==> src/rtl/mcr_pkg.sv <==
// ----------------------------------------------------------------------------
// mcr_pkg: shared types and constants for the motor CAN reply router
// Action codes, the classified command passed from front to back, and the
// driver register list in both directions.
// ----------------------------------------------------------------------------
`default_nettype none

package mcr_pkg;

  localparam int ID_W     = 11;
  localparam int MID_W    = 12;
  localparam int SLOT_W   = 4;
  localparam int IDX_W    = 7;
  localparam int POS_W    = 6;
  localparam int VAL_W    = 32;
  localparam int DATA_W   = 64;
  localparam int ACT_W    = 3;

  localparam int PARAMS_PER_MOTOR = 45;

  localparam logic [7:0]       REPLY_MARK = 8'h33;
  localparam logic [4:0]       FB_OFFSET  = 5'h10;
  localparam logic [POS_W-1:0] POS_LAST   = 6'd44;
  localparam logic [POS_W-1:0] PROG_DONE  = 6'd0;
  localparam logic [POS_W-1:0] PROG_START = 6'd1;
  localparam logic [POS_W-1:0] PROG_MAX   = 6'd45;

  // Configuration register indexes.
  localparam logic CFG_MOTOR_BASE = 1'b0;
  localparam logic CFG_FB_BASE    = 1'b1;

  typedef enum logic [ACT_W-1:0] {
    ACT_IGNORED       = 3'd0,
    ACT_FEEDBACK      = 3'd1,
    ACT_STORED        = 3'd2,
    ACT_REPLY_IGNORED = 3'd3,
    ACT_REQUEST       = 3'd4,
    ACT_COMPLETE      = 3'd5
  } act_t;

  typedef enum logic [1:0] {
    CMD_IGNORE,
    CMD_FEEDBACK,
    CMD_REPLY,
    CMD_POLL
  } cmd_op_t;

  typedef struct packed {
    cmd_op_t            op;
    logic [SLOT_W-1:0]  slot;
    logic [MID_W-1:0]   can_id;
    logic [IDX_W-1:0]   reg_index;
    logic               pos_ok;
    logic [POS_W-1:0]   pos;
    logic [VAL_W-1:0]   value;
    logic [DATA_W-1:0]  payload;
  } cmd_t;

  // Position of a driver register in the readout list; MSB flags a listed index.
  function automatic logic [POS_W:0] list_pos(input logic [7:0] idx);
    logic [POS_W:0] r;
    r = '0;
    if (idx <= 8'd36) begin
      r = {1'b1, idx[POS_W-1:0]};
    end else if (idx >= 8'd50 && idx <= 8'd55) begin
      r = {1'b1, POS_W'(idx - 8'd13)};
    end else if (idx == 8'd80) begin
      r = {1'b1, 6'd43};
    end else if (idx == 8'd81) begin
      r = {1'b1, POS_LAST};
    end
    return r;
  endfunction

  // Driver register index at a list position.
  function automatic logic [IDX_W-1:0] reg_at(input logic [POS_W-1:0] pos);
    logic [IDX_W-1:0] r;
    if (pos <= 6'd36) begin
      r = IDX_W'(pos);
    end else if (pos <= 6'd42) begin
      r = IDX_W'(pos) + 7'd13;
    end else if (pos == 6'd43) begin
      r = 7'd80;
    end else begin
      r = 7'd81;
    end
    return r;
  endfunction

endpackage

`default_nettype wire

==> src/rtl/mcr_chan_if.sv <==
// ----------------------------------------------------------------------------
// mcr_chan_if: valid/ready channels of the motor CAN reply router
// One interface for input items and one for result items.
// ----------------------------------------------------------------------------
`default_nettype none

interface mcr_in_if;
  logic        valid;
  logic        ready;
  logic        kind;
  logic [10:0] frame_id;
  logic [63:0] frame_data;
  logic [3:0]  slot;

  modport source (output valid, kind, frame_id, frame_data, slot, input ready);
  modport sink   (input valid, kind, frame_id, frame_data, slot, output ready);
endinterface

interface mcr_out_if;
  logic        valid;
  logic        ready;
  logic [2:0]  action;
  logic [3:0]  out_slot;
  logic [11:0] motor_can_id;
  logic [6:0]  reg_index;
  logic [31:0] reg_value;
  logic [63:0] feedback_payload;

  modport source (output valid, action, out_slot, motor_can_id, reg_index, reg_value,
                  feedback_payload, input ready);
  modport sink   (input valid, action, out_slot, motor_can_id, reg_index, reg_value,
                  feedback_payload, output ready);
endinterface

`default_nettype wire

==> src/rtl/motor_can_reply_router_and_param_reader.sv <==
// ----------------------------------------------------------------------------
// motor_can_reply_router_and_param_reader: CAN reply router and readout sequencer
// Routes feedback frames, stores register replies and answers readout polls.
// ----------------------------------------------------------------------------
//
//   Port     Dir  Handshake     Carries
//   in_ch    in   valid/ready   kind, frame_id, frame_data, slot
//   out_ch   out  valid/ready   action, out_slot, motor_can_id, reg_index,
//                               reg_value, feedback_payload
//   cfg_*    in   cfg_we        cfg_index, cfg_data (motor and feedback id bases)
//
// One item per cycle is sustained while out_ch.ready stays high. An accepted item
// is written into the queue, executed from the queue head, and its result loaded
// into the result register, from which out_ch takes it.
// The rate is set by the progress read-modify-write in the back end.
// After reset the parameter store is cleared, all NUM_MOTORS*45 entries, during
// which in_ch.ready stays low. A two-entry queue lets input continue while
// the result register waits on out_ch.ready.
`default_nettype none

module motor_can_reply_router_and_param_reader import mcr_pkg::*; #(
  parameter int NUM_MOTORS = 4
) (
  input  wire logic            clk,
  input  wire logic            rst,
  input  wire logic            cfg_we,
  input  wire logic            cfg_index,
  input  wire logic [ID_W-1:0] cfg_data,
  mcr_in_if.sink               in_ch,
  mcr_out_if.source            out_ch
);

  logic [ID_W-1:0] motor_base_id;
  logic [ID_W-1:0] feedback_id_base;
  logic            push;
  cmd_t            push_cmd;
  logic            q_full;
  logic            q_valid;
  logic            pop;
  cmd_t            q_cmd;
  logic            clearing;

  always_ff @(posedge clk) begin
    if (rst) begin
      motor_base_id    <= 11'd1;
      feedback_id_base <= 11'd33;
    end else if (cfg_we) begin
      case (cfg_index)
        CFG_MOTOR_BASE: motor_base_id    <= cfg_data;
        CFG_FB_BASE:    feedback_id_base <= cfg_data;
        default: begin
        end
      endcase
    end
  end

  mcr_front #(.NUM_MOTORS(NUM_MOTORS)) u_front (
    .in_ch            (in_ch),
    .motor_base_id    (motor_base_id),
    .feedback_id_base (feedback_id_base),
    .blocked          (clearing),
    .q_full           (q_full),
    .push             (push),
    .push_cmd         (push_cmd)
  );

  mcr_fifo u_fifo (
    .clk      (clk),
    .rst      (rst),
    .push     (push),
    .push_cmd (push_cmd),
    .full     (q_full),
    .valid    (q_valid),
    .pop      (pop),
    .head     (q_cmd)
  );

  mcr_back #(.NUM_MOTORS(NUM_MOTORS)) u_back (
    .clk      (clk),
    .rst      (rst),
    .q_valid  (q_valid),
    .q_cmd    (q_cmd),
    .pop      (pop),
    .clearing (clearing),
    .out_ch   (out_ch)
  );

  // No item is taken while the store is being cleared.
  a_no_accept_in_clear: assert property (@(posedge clk) disable iff (rst)
    clearing |-> !in_ch.ready)
    else $error("input accepted during store clear");

  // A result carries a defined action code.
  a_action_range: assert property (@(posedge clk) disable iff (rst)
    out_ch.valid |-> (out_ch.action <= ACT_W'(ACT_COMPLETE)))
    else $error("undefined action code");

  // An ignored frame names no motor.
  a_ignored_clean: assert property (@(posedge clk) disable iff (rst)
    (out_ch.valid && out_ch.action == ACT_W'(ACT_IGNORED)) |->
      (out_ch.out_slot == '0 && out_ch.motor_can_id == '0))
    else $error("ignored result carries a slot");

  // No command is executed while the store is being cleared.
  a_no_pop_in_clear: assert property (@(posedge clk) disable iff (rst)
    clearing |-> !pop)
    else $error("command executed during store clear");

endmodule

`default_nettype wire

==> src/rtl/mcr_ram.sv <==
// ----------------------------------------------------------------------------
// mcr_ram: generic single-port-write RAM
// One write and one read address per cycle, read data registered.
// ----------------------------------------------------------------------------
`default_nettype none

module mcr_ram #(
  parameter int WIDTH = 32,
  parameter int DEPTH = 180
) (
  input  wire logic                     clk,
  input  wire logic                     wr_en,
  input  wire logic [$clog2(DEPTH)-1:0] wr_addr,
  input  wire logic [WIDTH-1:0]         wr_data,
  input  wire logic [$clog2(DEPTH)-1:0] rd_addr,
  output logic      [WIDTH-1:0]         rd_data
);

  logic [WIDTH-1:0] mem [DEPTH];

  always_ff @(posedge clk) begin
    if (wr_en) begin
      mem[wr_addr] <= wr_data;
    end
    rd_data <= mem[rd_addr];
  end

endmodule

`default_nettype wire

==> src/rtl/mcr_front.sv <==
// ----------------------------------------------------------------------------
// mcr_front: input acceptance and frame classification
// Matches feedback ids, decodes register replies and polls into commands.
// ----------------------------------------------------------------------------
`default_nettype none

module mcr_front import mcr_pkg::*; #(
  parameter int NUM_MOTORS = 4
) (
  mcr_in_if.sink                  in_ch,
  input  wire logic [ID_W-1:0]    motor_base_id,
  input  wire logic [ID_W-1:0]    feedback_id_base,
  input  wire logic               blocked,
  input  wire logic               q_full,
  output logic                    push,
  output cmd_t                    push_cmd
);

  logic                fb_hit;
  logic [SLOT_W-1:0]   fb_slot;
  logic                mot_hit;
  logic [SLOT_W-1:0]   mot_slot;
  logic [MID_W-1:0]    want_id;
  logic [POS_W:0]      lp;

  assign in_ch.ready = !blocked && !q_full;
  assign push        = in_ch.valid && in_ch.ready;

  assign want_id = {in_ch.frame_data[11:8], in_ch.frame_data[7:0]};
  assign lp      = list_pos(in_ch.frame_data[31:24]);

  // Every slot is compared in parallel; the scan runs downward so the lowest hit wins.
  always_comb begin
    logic [MID_W-1:0] mid_k;
    logic             hit_k;
    fb_hit   = 1'b0;
    fb_slot  = '0;
    mot_hit  = 1'b0;
    mot_slot = '0;
    for (int k = NUM_MOTORS - 1; k >= 0; k--) begin
      mid_k = {1'b0, motor_base_id} + MID_W'(k);
      hit_k = (({1'b0, feedback_id_base} + MID_W'(k)) == {1'b0, in_ch.frame_id}) ||
              (feedback_id_base == '0 &&
               ({1'b0, mid_k} + {8'd0, FB_OFFSET}) == {2'b0, in_ch.frame_id});
      if (hit_k) begin
        fb_hit  = 1'b1;
        fb_slot = SLOT_W'(k);
      end
      if (mid_k == want_id) begin
        mot_hit  = 1'b1;
        mot_slot = SLOT_W'(k);
      end
    end
  end

  always_comb begin
    push_cmd           = '0;
    push_cmd.op        = CMD_IGNORE;
    push_cmd.reg_index = {1'b0, in_ch.frame_data[29:24]};
    push_cmd.pos_ok    = lp[POS_W];
    push_cmd.pos       = lp[POS_W-1:0];
    push_cmd.value     = in_ch.frame_data[63:32];
    push_cmd.payload   = in_ch.frame_data;
    if (in_ch.kind) begin
      if (32'(in_ch.slot) < NUM_MOTORS) begin
        push_cmd.op   = CMD_POLL;
        push_cmd.slot = in_ch.slot;
      end
    end else if (in_ch.frame_id != '0) begin
      if (fb_hit) begin
        push_cmd.op   = CMD_FEEDBACK;
        push_cmd.slot = fb_slot;
      end else if (in_ch.frame_data[23:16] == REPLY_MARK && mot_hit) begin
        push_cmd.op   = CMD_REPLY;
        push_cmd.slot = mot_slot;
      end
    end
    push_cmd.can_id = {1'b0, motor_base_id} + MID_W'(push_cmd.slot);
    // A listed index is below 128, so the low seven bits carry it.
    push_cmd.reg_index = in_ch.frame_data[30:24];
  end

endmodule

`default_nettype wire

==> src/rtl/mcr_fifo.sv <==
// ----------------------------------------------------------------------------
// mcr_fifo: two-entry command queue
// Decouples classification from execution.
// ----------------------------------------------------------------------------
`default_nettype none

module mcr_fifo import mcr_pkg::*; (
  input  wire logic clk,
  input  wire logic rst,
  input  wire logic push,
  input  cmd_t      push_cmd,
  output logic      full,
  output logic      valid,
  input  wire logic pop,
  output cmd_t      head
);

  cmd_t       entry [2];
  logic       wr_ptr;
  logic       rd_ptr;
  logic [1:0] count;

  assign full  = (count == 2'd2);
  assign valid = (count != 2'd0);
  assign head  = entry[rd_ptr];

  always_ff @(posedge clk) begin
    if (push) begin
      entry[wr_ptr] <= push_cmd;
    end
  end

  always_ff @(posedge clk) begin
    if (rst) begin
      wr_ptr <= 1'b0;
      rd_ptr <= 1'b0;
      count  <= 2'd0;
    end else begin
      if (push) begin
        wr_ptr <= !wr_ptr;
      end
      if (pop) begin
        rd_ptr <= !rd_ptr;
      end
      count <= count + 2'(push) - 2'(pop);
    end
  end

endmodule

`default_nettype wire

==> src/rtl/mcr_back.sv <==
// ----------------------------------------------------------------------------
// mcr_back: command execution and result register
// Keeps readout progress per slot, writes the parameter store and forms results.
// ----------------------------------------------------------------------------
`default_nettype none

module mcr_back import mcr_pkg::*; #(
  parameter int NUM_MOTORS = 4
) (
  input  wire logic  clk,
  input  wire logic  rst,
  input  wire logic  q_valid,
  input  cmd_t       q_cmd,
  output logic       pop,
  output logic       clearing,
  mcr_out_if.source  out_ch
);

  localparam int SIDX_W = $clog2(NUM_MOTORS);
  localparam int DEPTH  = NUM_MOTORS * PARAMS_PER_MOTOR;
  localparam int ADDR_W = $clog2(DEPTH);

  logic [POS_W-1:0]  progress [NUM_MOTORS];
  logic [SIDX_W-1:0] sidx;
  logic [POS_W-1:0]  prog_cur;
  logic [ADDR_W-1:0] clr_addr;
  logic [ADDR_W-1:0] store_addr;
  logic [ADDR_W-1:0] ram_addr;
  logic              store_we;
  logic              prog_we;
  logic [POS_W-1:0]  prog_new;
  act_t              act;
  logic [IDX_W-1:0]  res_index;
  logic [VAL_W-1:0]  res_value;
  logic [DATA_W-1:0] res_payload;
  logic [SLOT_W-1:0] res_slot;
  logic [MID_W-1:0]  res_mid;

  assign sidx     = q_cmd.slot[SIDX_W-1:0];
  assign prog_cur = progress[sidx];
  assign pop      = q_valid && !clearing && (!out_ch.valid || out_ch.ready);

  assign store_addr = ADDR_W'(sidx * PARAMS_PER_MOTOR) + ADDR_W'(q_cmd.pos);
  assign ram_addr   = clearing ? clr_addr : store_addr;

  always_comb begin
    act         = ACT_IGNORED;
    res_slot    = q_cmd.slot;
    res_mid     = q_cmd.can_id;
    res_index   = '0;
    res_value   = '0;
    res_payload = '0;
    store_we    = 1'b0;
    prog_we     = 1'b0;
    prog_new    = (q_cmd.pos == POS_LAST) ? PROG_DONE : q_cmd.pos + 6'd2;
    case (q_cmd.op)
      CMD_IGNORE: begin
        res_slot = '0;
        res_mid  = '0;
      end
      CMD_FEEDBACK: begin
        act         = ACT_FEEDBACK;
        res_payload = q_cmd.payload;
      end
      CMD_REPLY: begin
        if (prog_cur == PROG_DONE || !q_cmd.pos_ok) begin
          act = ACT_REPLY_IGNORED;
        end else begin
          act       = ACT_STORED;
          res_index = q_cmd.reg_index;
          res_value = q_cmd.value;
          store_we  = 1'b1;
          prog_we   = 1'b1;
        end
      end
      CMD_POLL: begin
        if (prog_cur == PROG_DONE || prog_cur > PROG_MAX) begin
          act = ACT_COMPLETE;
        end else begin
          act       = ACT_REQUEST;
          res_index = reg_at(prog_cur - 6'd1);
        end
      end
      default: begin
        res_slot = '0;
        res_mid  = '0;
      end
    endcase
  end

  // After reset the store is swept to zero, one entry a cycle.
  always_ff @(posedge clk) begin
    if (rst) begin
      clearing <= 1'b1;
      clr_addr <= '0;
    end else if (clearing) begin
      clr_addr <= clr_addr + ADDR_W'(1);
      if (clr_addr == ADDR_W'(DEPTH - 1)) begin
        clearing <= 1'b0;
      end
    end
  end

  always_ff @(posedge clk) begin
    if (rst) begin
      for (int k = 0; k < NUM_MOTORS; k++) begin
        progress[k] <= PROG_START;
      end
    end else if (pop && prog_we) begin
      progress[sidx] <= prog_new;
    end
  end

  always_ff @(posedge clk) begin
    if (rst) begin
      out_ch.valid <= 1'b0;
    end else if (pop) begin
      out_ch.valid <= 1'b1;
    end else if (out_ch.ready) begin
      out_ch.valid <= 1'b0;
    end
  end

  always_ff @(posedge clk) begin
    if (pop) begin
      out_ch.action           <= ACT_W'(act);
      out_ch.out_slot         <= res_slot;
      out_ch.motor_can_id     <= res_mid;
      out_ch.reg_index        <= res_index;
      out_ch.reg_value        <= res_value;
      out_ch.feedback_payload <= res_payload;
    end
  end

  mcr_ram #(
    .WIDTH(VAL_W),
    .DEPTH(DEPTH)
  ) u_store (
    .clk     (clk),
    .wr_en   (clearing || (pop && store_we)),
    .wr_addr (ram_addr),
    .wr_data (clearing ? '0 : q_cmd.value),
    .rd_addr (ram_addr),
    .rd_data ()
  );

endmodule

`default_nettype wire
==> src/flat_wrapper.sv <==
// flat-port wrapper written by rule: the top's interface ports become plain ports
module motor_can_reply_router_and_param_reader_flat import mcr_pkg::*;
#(
  parameter int NUM_MOTORS = 4
)
  (clk, rst, cfg_we, cfg_index, cfg_data, in_ch_valid, in_ch_kind, in_ch_frame_id, in_ch_frame_data, in_ch_slot, in_ch_ready, out_ch_valid, out_ch_action, out_ch_out_slot, out_ch_motor_can_id, out_ch_reg_index, out_ch_reg_value, out_ch_feedback_payload, out_ch_ready);
  mcr_in_if in_ch_i ();
  mcr_out_if out_ch_i ();
  input  wire logic clk;
  input  wire logic rst;
  input  wire logic cfg_we;
  input  wire logic cfg_index;
  input  wire logic [ID_W-1:0] cfg_data;
  input wire logic [$bits(in_ch_i.valid)-1:0] in_ch_valid;
  input wire logic [$bits(in_ch_i.kind)-1:0] in_ch_kind;
  input wire logic [$bits(in_ch_i.frame_id)-1:0] in_ch_frame_id;
  input wire logic [$bits(in_ch_i.frame_data)-1:0] in_ch_frame_data;
  input wire logic [$bits(in_ch_i.slot)-1:0] in_ch_slot;
  output wire logic [$bits(in_ch_i.ready)-1:0] in_ch_ready;
  output wire logic [$bits(out_ch_i.valid)-1:0] out_ch_valid;
  output wire logic [$bits(out_ch_i.action)-1:0] out_ch_action;
  output wire logic [$bits(out_ch_i.out_slot)-1:0] out_ch_out_slot;
  output wire logic [$bits(out_ch_i.motor_can_id)-1:0] out_ch_motor_can_id;
  output wire logic [$bits(out_ch_i.reg_index)-1:0] out_ch_reg_index;
  output wire logic [$bits(out_ch_i.reg_value)-1:0] out_ch_reg_value;
  output wire logic [$bits(out_ch_i.feedback_payload)-1:0] out_ch_feedback_payload;
  input wire logic [$bits(out_ch_i.ready)-1:0] out_ch_ready;
  assign in_ch_i.valid = in_ch_valid;
  assign in_ch_i.kind = in_ch_kind;
  assign in_ch_i.frame_id = in_ch_frame_id;
  assign in_ch_i.frame_data = in_ch_frame_data;
  assign in_ch_i.slot = in_ch_slot;
  assign in_ch_ready = in_ch_i.ready;
  assign out_ch_valid = out_ch_i.valid;
  assign out_ch_action = out_ch_i.action;
  assign out_ch_out_slot = out_ch_i.out_slot;
  assign out_ch_motor_can_id = out_ch_i.motor_can_id;
  assign out_ch_reg_index = out_ch_i.reg_index;
  assign out_ch_reg_value = out_ch_i.reg_value;
  assign out_ch_feedback_payload = out_ch_i.feedback_payload;
  assign out_ch_i.ready = out_ch_ready;
  motor_can_reply_router_and_param_reader #(.NUM_MOTORS(NUM_MOTORS)) u_core (.clk(clk), .rst(rst), .cfg_we(cfg_we), .cfg_index(cfg_index), .cfg_data(cfg_data), .in_ch(in_ch_i), .out_ch(out_ch_i));
endmodule
==> config.mk <==
export PLATFORM = sky130hd
export DESIGN_NAME = motor_can_reply_router_and_param_reader_flat
export DESIGN_NICKNAME = d
export VERILOG_FILES = /design/src/rtl/mcr_pkg.sv /design/src/rtl/mcr_chan_if.sv /design/src/rtl/motor_can_reply_router_and_param_reader.sv /design/src/rtl/mcr_ram.sv /design/src/rtl/mcr_front.sv /design/src/rtl/mcr_fifo.sv /design/src/rtl/mcr_back.sv /design/src/flat_wrapper.sv
export SDC_FILE = /design/constraint.sdc
export NUM_CORES = 1
export LEC_CHECK = 0
export BUFFER_PORTS_ARGS = -buffer_cell sky130_fd_sc_hd__buf_2
export CAP_MARGIN = 0
export CORE_ASPECT_RATIO = 1.25
export CORE_MARGIN = 8
export CORE_UTILIZATION = 50
export CTS_CLUSTER_SIZE = 20
export DETAILED_ROUTE_END_ITERATION = 6
export GPL_TIMING_DRIVEN = 0
export PLACE_DENSITY = 0.72
export SETUP_SLACK_MARGIN = 0.05
export SLEW_MARGIN = 30
export SYNTH_ARGS = -nofsm -noshare
export SYNTH_HDL_FRONTEND = slang
export SYNTH_HIERARCHICAL = 1
export SYNTH_SLANG_ARGS = --single-unit
==> constraint.sdc <==
create_clock -name clk -period 7.66 [get_ports clk]
set_input_delay 0.383 -clock clk [delete_from_list [all_inputs] [get_ports clk]]
set_output_delay 0.383 -clock clk [all_outputs]
set_load 0.01 [all_outputs]
Word level (Yosys, flattened, before mapping)
Memory sizes are Yosys's and may differ from the RTL's. A register that Yosys moved wholly into a read port is not among the register bits.
Index checks and enable logic that the tools add are counted.

storage, ports and cells
  flip-flop bits (word level) = 158
  bits in latches = 0
  RAM bits = 280
  ROM bits = 0
  input bits = 97
  output and inout bits = 124
  word-level logic and storage cells = 152
  memories = 2

operators by class
  add/sub/neg operators = 18
  $mul = 0
  div/mod/pow operators = 0
  order comparisons = 7
  equality and inequality tests = 22
  shifts and indexed selects = 0
  mux-type cells = 53
  bitwise logic cells = 2
  reductions and logical operators = 34

memory list
  memory                  depth  bits a word  rd ports  clocked after memory_dff  wr ports  RTL line        text
  u_core.u_fifo.entry     2      128          1         1                         1         mcr_fifo.sv:18  cmd_t entry [2];
  u_core.u_back.progress  4      6            1         0                         4         mcr_back.sv:23  logic [POS_W-1:0] progress [NUM_MOTORS];

operators with widths
  kind                     count
  $mux W7                  8
  $add A11 B2 Y12 const B  4
  $eq A12 B11 Y1           4
  $mux W6                  7
  $add A12 B5 Y13 const B  3
  $eq A13 B11 Y1           3
  $eq A12 B12 Y1           3
  $mux W1                  27
  $add A11 B1 Y12 const B  2
  $mux W4                  6
  $eq A8 B7 Y1 const B     2
  $le A8 B6 Y1 const B     2
  $pmux W7 S2              1
  $add A11 B4 Y12          1
  $add A11 B5 Y12 const B  1
  $eq A11 B12 Y1           1
  $eq A6 B6 Y1 const B     2
  $le A6 B6 Y1 const B     2
  $eq A11 B11 Y1           1
  $logic_and A1 B1 Y1      11
  $logic_not A11 Y1        1
  $reduce_bool A11 Y1      1
  $pmux W3 S3              1
  $add A8 B1 Y8 const B    1
  23 further kinds         41

Logic depth before layout (Yosys ltp)
  depth after elaboration = 13
  mapped depth = 22
  gate-level depth less buffers = 20

Cells and area by module
Netlist, hierarchy kept.

modules (own cells, without submodules)
  module                                   instances  cells an instance  area each (um^2)  seq. area each (um^2)
  mcr_fifo                                 1          419                9525.4            7787.5
  mcr_back                                 1          475                6680.2            4584.4
  mcr_front                                1          660                4611.9            0.0
  motor_can_reply_router_and_param_reader  1          86                 907.1             440.4

Worst setup path before layout
Ideal clock, no wire load.

  path type = reg-to-reg
  start point = reg u_core.u_back.clearing
  end point = mem u_core.u_back.progress[0][0] (enable)
  arrival = 8.175 ns
  required time = 7.338 ns
  path slack = -0.837 ns
  cell stages (with the launch flop) = 8
  cell sequence = dfxtp_1 clkbuf_1 nand2b_1 nor2b_1 o2111ai_2 or3_1 clkbuf_1 nand2b_1

RTL lines
  what                    RTL line        text
  start, declared         mcr_back.sv:15  output logic clearing,
  start signal, assigned  mcr_back.sv:94  clearing <= 1'b1;
  start signal, assigned  mcr_back.sv:99  clearing <= 1'b0;
  end, declared           mcr_back.sv:23

==> flow_summary.json <==
{
  "drt-pass1-iter-count": 5,
  "cts_buffers": 42,
  "crit_arrival_ps": 6370,
  "synth_ff_type": "edfxtp_1",
  "clk_latency_ps": 560,
  "vias": 13800,
  "post_drt_wl_per_cell_um": 21.6,
  "max_slew.worst_pin.slew_ps": 843,
  "layout-drive-gt1-share_pct": 29.6,
  "rsz0062_at_grt": "no",
  "max_stage_delay_ps": 640,
  "synth_top_area_cell": "edfxtp_1",
  "avgViaCountPerCell": 5.51,
  "postCtsSetupBuffers": 0,
  "grt_usage_pct": 20.8,
  "hold_viol": 0,
  "post-route-period-util_pct": 80.1,
  "async_reset_ff_share_pct": 0,
  "hold_class": "in -> reg",
  "holdWs_ps": 25.2,
  "cp_top_family": "compound AO/OA/AOI/OAI gates",
  "start_kind": "flop",
  "p_per_area_nw_per_um2": 192,
  "max_freq_mhz": 163,
  "p_leak_nw": 9.32,
  "crit_buf_inv": 2,
  "final_cells": 2510,
  "setup_viol": 0,
  "antenna_found_initial": 0,
  "die_height_um": 249,
  "cts_sinks": 439,
  "ir_drop_v": 0.000164,
  "boundaryPins": 221,
  "start_util_pct": 50.6,
  "cts_tree": "done",
  "grt_pass1_vias": 14300,
  "post-place-cells": 2404,
  "synth_cell_types": 98,
  "drtIter0Drc": 817,
  "wl_um": 54200,
  "synth_area_leaders": "edfxtp_1, mux2_2, buf_4, dfxtp_1, xnor2_1",
  "dpl.hpwl_um": 40300,
  "ys_ff_latch": 439,
  "seq_area_frac_synth_pct": 59.0,
  "dieArea_um2": 50400,
  "grt_max_degree": 46,
  "synth_edf_count": 402,
  "syn_inst": 1640,
  "grt_pass1_wl_um": 82500,
  "gr-total-overflow": 0,
  "synthMostInstantiatedCell": "edfxtp_1",
  "postCtsHoldBufs": 31,
  "cts_root_buffer": "clkbuf_16",
  "coreArea_um2": 43000,
  "cts_max_level": 2,
  "syn_area_um2": 21700,
  "post_dp_cell_area_um2": 23800,
  "worst_setup_path_end_kind": "flop",
  "top_usage_layer": "met2",
  "timing.slew.headroom_pct": 43.4,
  "utilization_pct": 59.2,
  "final_antenna_net_count": 0,
  "avgSynthCellArea_um2": 13.2,
  "gr-usage-met3_pct": 3.08,
  "gr-usage-met2_pct": 37.0,
  "cts.clk_slew.worst_paths_ps": 60,
  "cts.repair.resized": 0,
  "min_period_ps": 6140,
  "finClkSkew_ps": 34.0,
  "yosysWarnings": 6,
  "die_w_um": 202,
  "synth.top_cell.area_share_pct": 55.6,
  "slowest_stage": "dfxtp_1",
  "rows": 85,
  "worstSetupPathType": "reg -> reg",
  "worstPathCellList": "ha_1 > clkbuf_1 > and3_1 > nand2_1 > xnor2_1 > ha_1 > xor2_1 > xnor2_1 > nor3_1 > o21ai_0 > o211ai_1 > a311oi_1 > a31oi_1 > o21ai_1 > ha_1 > inv_1 > fa_1 > o21ai_0 > nand2_1 > xnor2_1",
  "outcome": "finished clean",
  "clockBufferDepth": 3,
  "final_nets": 2038,
  "synth_common_cells": "edfxtp_1, mux2_2, buf_4, nor2_1, xnor2_1",
  "crit_fanout": 11,
  "drc": 0,
  "syn2layout_area_growth_pct": 17.1,
  "port_buffers": 179,
  "place_congestion": 0.980,
  "drv_cap": 0,
  "final_area_um2": 25400,
  "critical_path_required_ps": 7890,
  "slew_violations": 0,
  "use_met1_pct": 24.7
}
## final timing paths
kind                                 start                          end  slack, ps  cells after the start
setup reg to reg   u_core/motor_base_id[2]  u_core/u_fifo/entry[1][116]       1520                     20
hold reg to reg   u_core/motor_base_id[10]     u_core/motor_base_id[10]        470                      2
hold / removal        in_ch_frame_data[45]   u_core/u_fifo/entry[0][45]         30                      1
setup / recovery   u_core/motor_base_id[2]  u_core/u_fifo/entry[1][116]       1520                     20
## cell type report
| type | count | area [um^2] |
|---|---|---|
| Multi-Input combinational cell | 988 | 7560 |
| Antenna cell | 1 | 2.50 |
| Inverter | 28 | 105 |
| Timing Repair Buffer | 228 | 1680 |
| Clock buffer | 53 | 1100 |
| Buffer | 188 | 1280 |
| Tap cell | 565 | 707 |
| Fill cell | 3426 | 17500 |
| Clock inverter | 20 | 191 |
| Sequential cell | 439 | 12800 |
## sequential cells by signal, summed over array words and instances, names as in the netlist, named ones only
signal / flops
u_core/u_back/out_ch.action: 3
u_core/u_back/progress: 24
u_core/u_fifo/rd_ptr: 1
u_core/feedback_id_base: 11
u_core/u_fifo/count: 2
u_core/motor_base_id: 11
u_core/u_back/out_ch.out_slot: 4
u_core/u_back/out_ch.reg_index: 7
u_core/u_back/clr_addr: 8
u_core/u_back/clearing: 1
u_core/u_back/out_ch.reg_value: 32
u_core/u_back/out_ch.motor_can_id: 12
u_core/u_fifo/entry: 256
u_core/u_back/out_ch.feedback_payload: 64
u_core/u_back/out_ch.valid: 1
u_core/u_fifo/wr_ptr: 1
## through the flow
stage	setup TNS [ps]	setup slack (ps)	total power [mW]
6_report	0	1520	4.89
5_1_grt	0	1190	5.05
4_1_cts	0	1650	4.94
3_5_place_dp	0	1690	2.98
3_3_place_gp	-422690	-3080	2.97
2_1_floorplan	0	535	2.89
## worst reg2reg max path, delay by kind of cell, from the launching register on
family / cells / cell delay, ps
AO/OA/AOI/OAI: 6 / 1910
adder cells (fa/ha/maj): 4 / 1330
XOR/XNOR: 4 / 770
flip-flops: 1 / 640
buffers and inverters: 2 / 590
AND/OR/NAND/NOR: 4 / 580
## routing by layer
layer  part of all wire, %  routed length [um]
met2                    52               28000
met1                    39               21400
met3                   5.2                2810
met4                   3.8                2050
met5                     0                   0
## cell usage in the layout (no fill, tap or decap), drive strengths merged, types with 6 or more instances in the layout
cell type,Yosys,routed
o21ai,32,32
nor3,20,20
dlygate4sd3,0,32
nand2,59,59
nand3,32,32
dfxtp,37,37
nor2,85,85
nor2b,38,38
and2,72,72
nand4,18,18
a21oi,27,27
or3,8,8
mux2i,28,28
mux4,6,6
clkinv,0,18
nor4,14,14
and3b,6,6
o211ai,8,8
buf,141,337
mux2,130,130
xor2,63,63
edfxtp,402,402
a211oi,8,8
nand2b,48,48
xnor2,83,83
ha,25,25
clkbuf,47,100
a21o,8,8
inv,28,28
and3,43,43
a31oi,12,12
or2,10,10
nor3b,8,8
## cells by family after synthesis
kind of cell | synth area share (%)
and+or+nand+nor | 12.7
DFF | 59.0
buffers and inverters | 6.39
muxes | 8.65
AOI/OAI and AO/OA | 5.43
xor gates and xnor gates | 6.29
adders and majority gates | 1.53
other | 0.0173
## power by group
group | total [mW] | internal (mW) | switching, mW
Combinational | 0.325 | 0.143 | 0.182
Sequential | 2.63 | 2.61 | 0.0146
Clock | 1.94 | 1.09 | 0.851
Total | 4.89 | 3.85 | 1.05
Note: power is estimated with default switching activity, not from simulation.
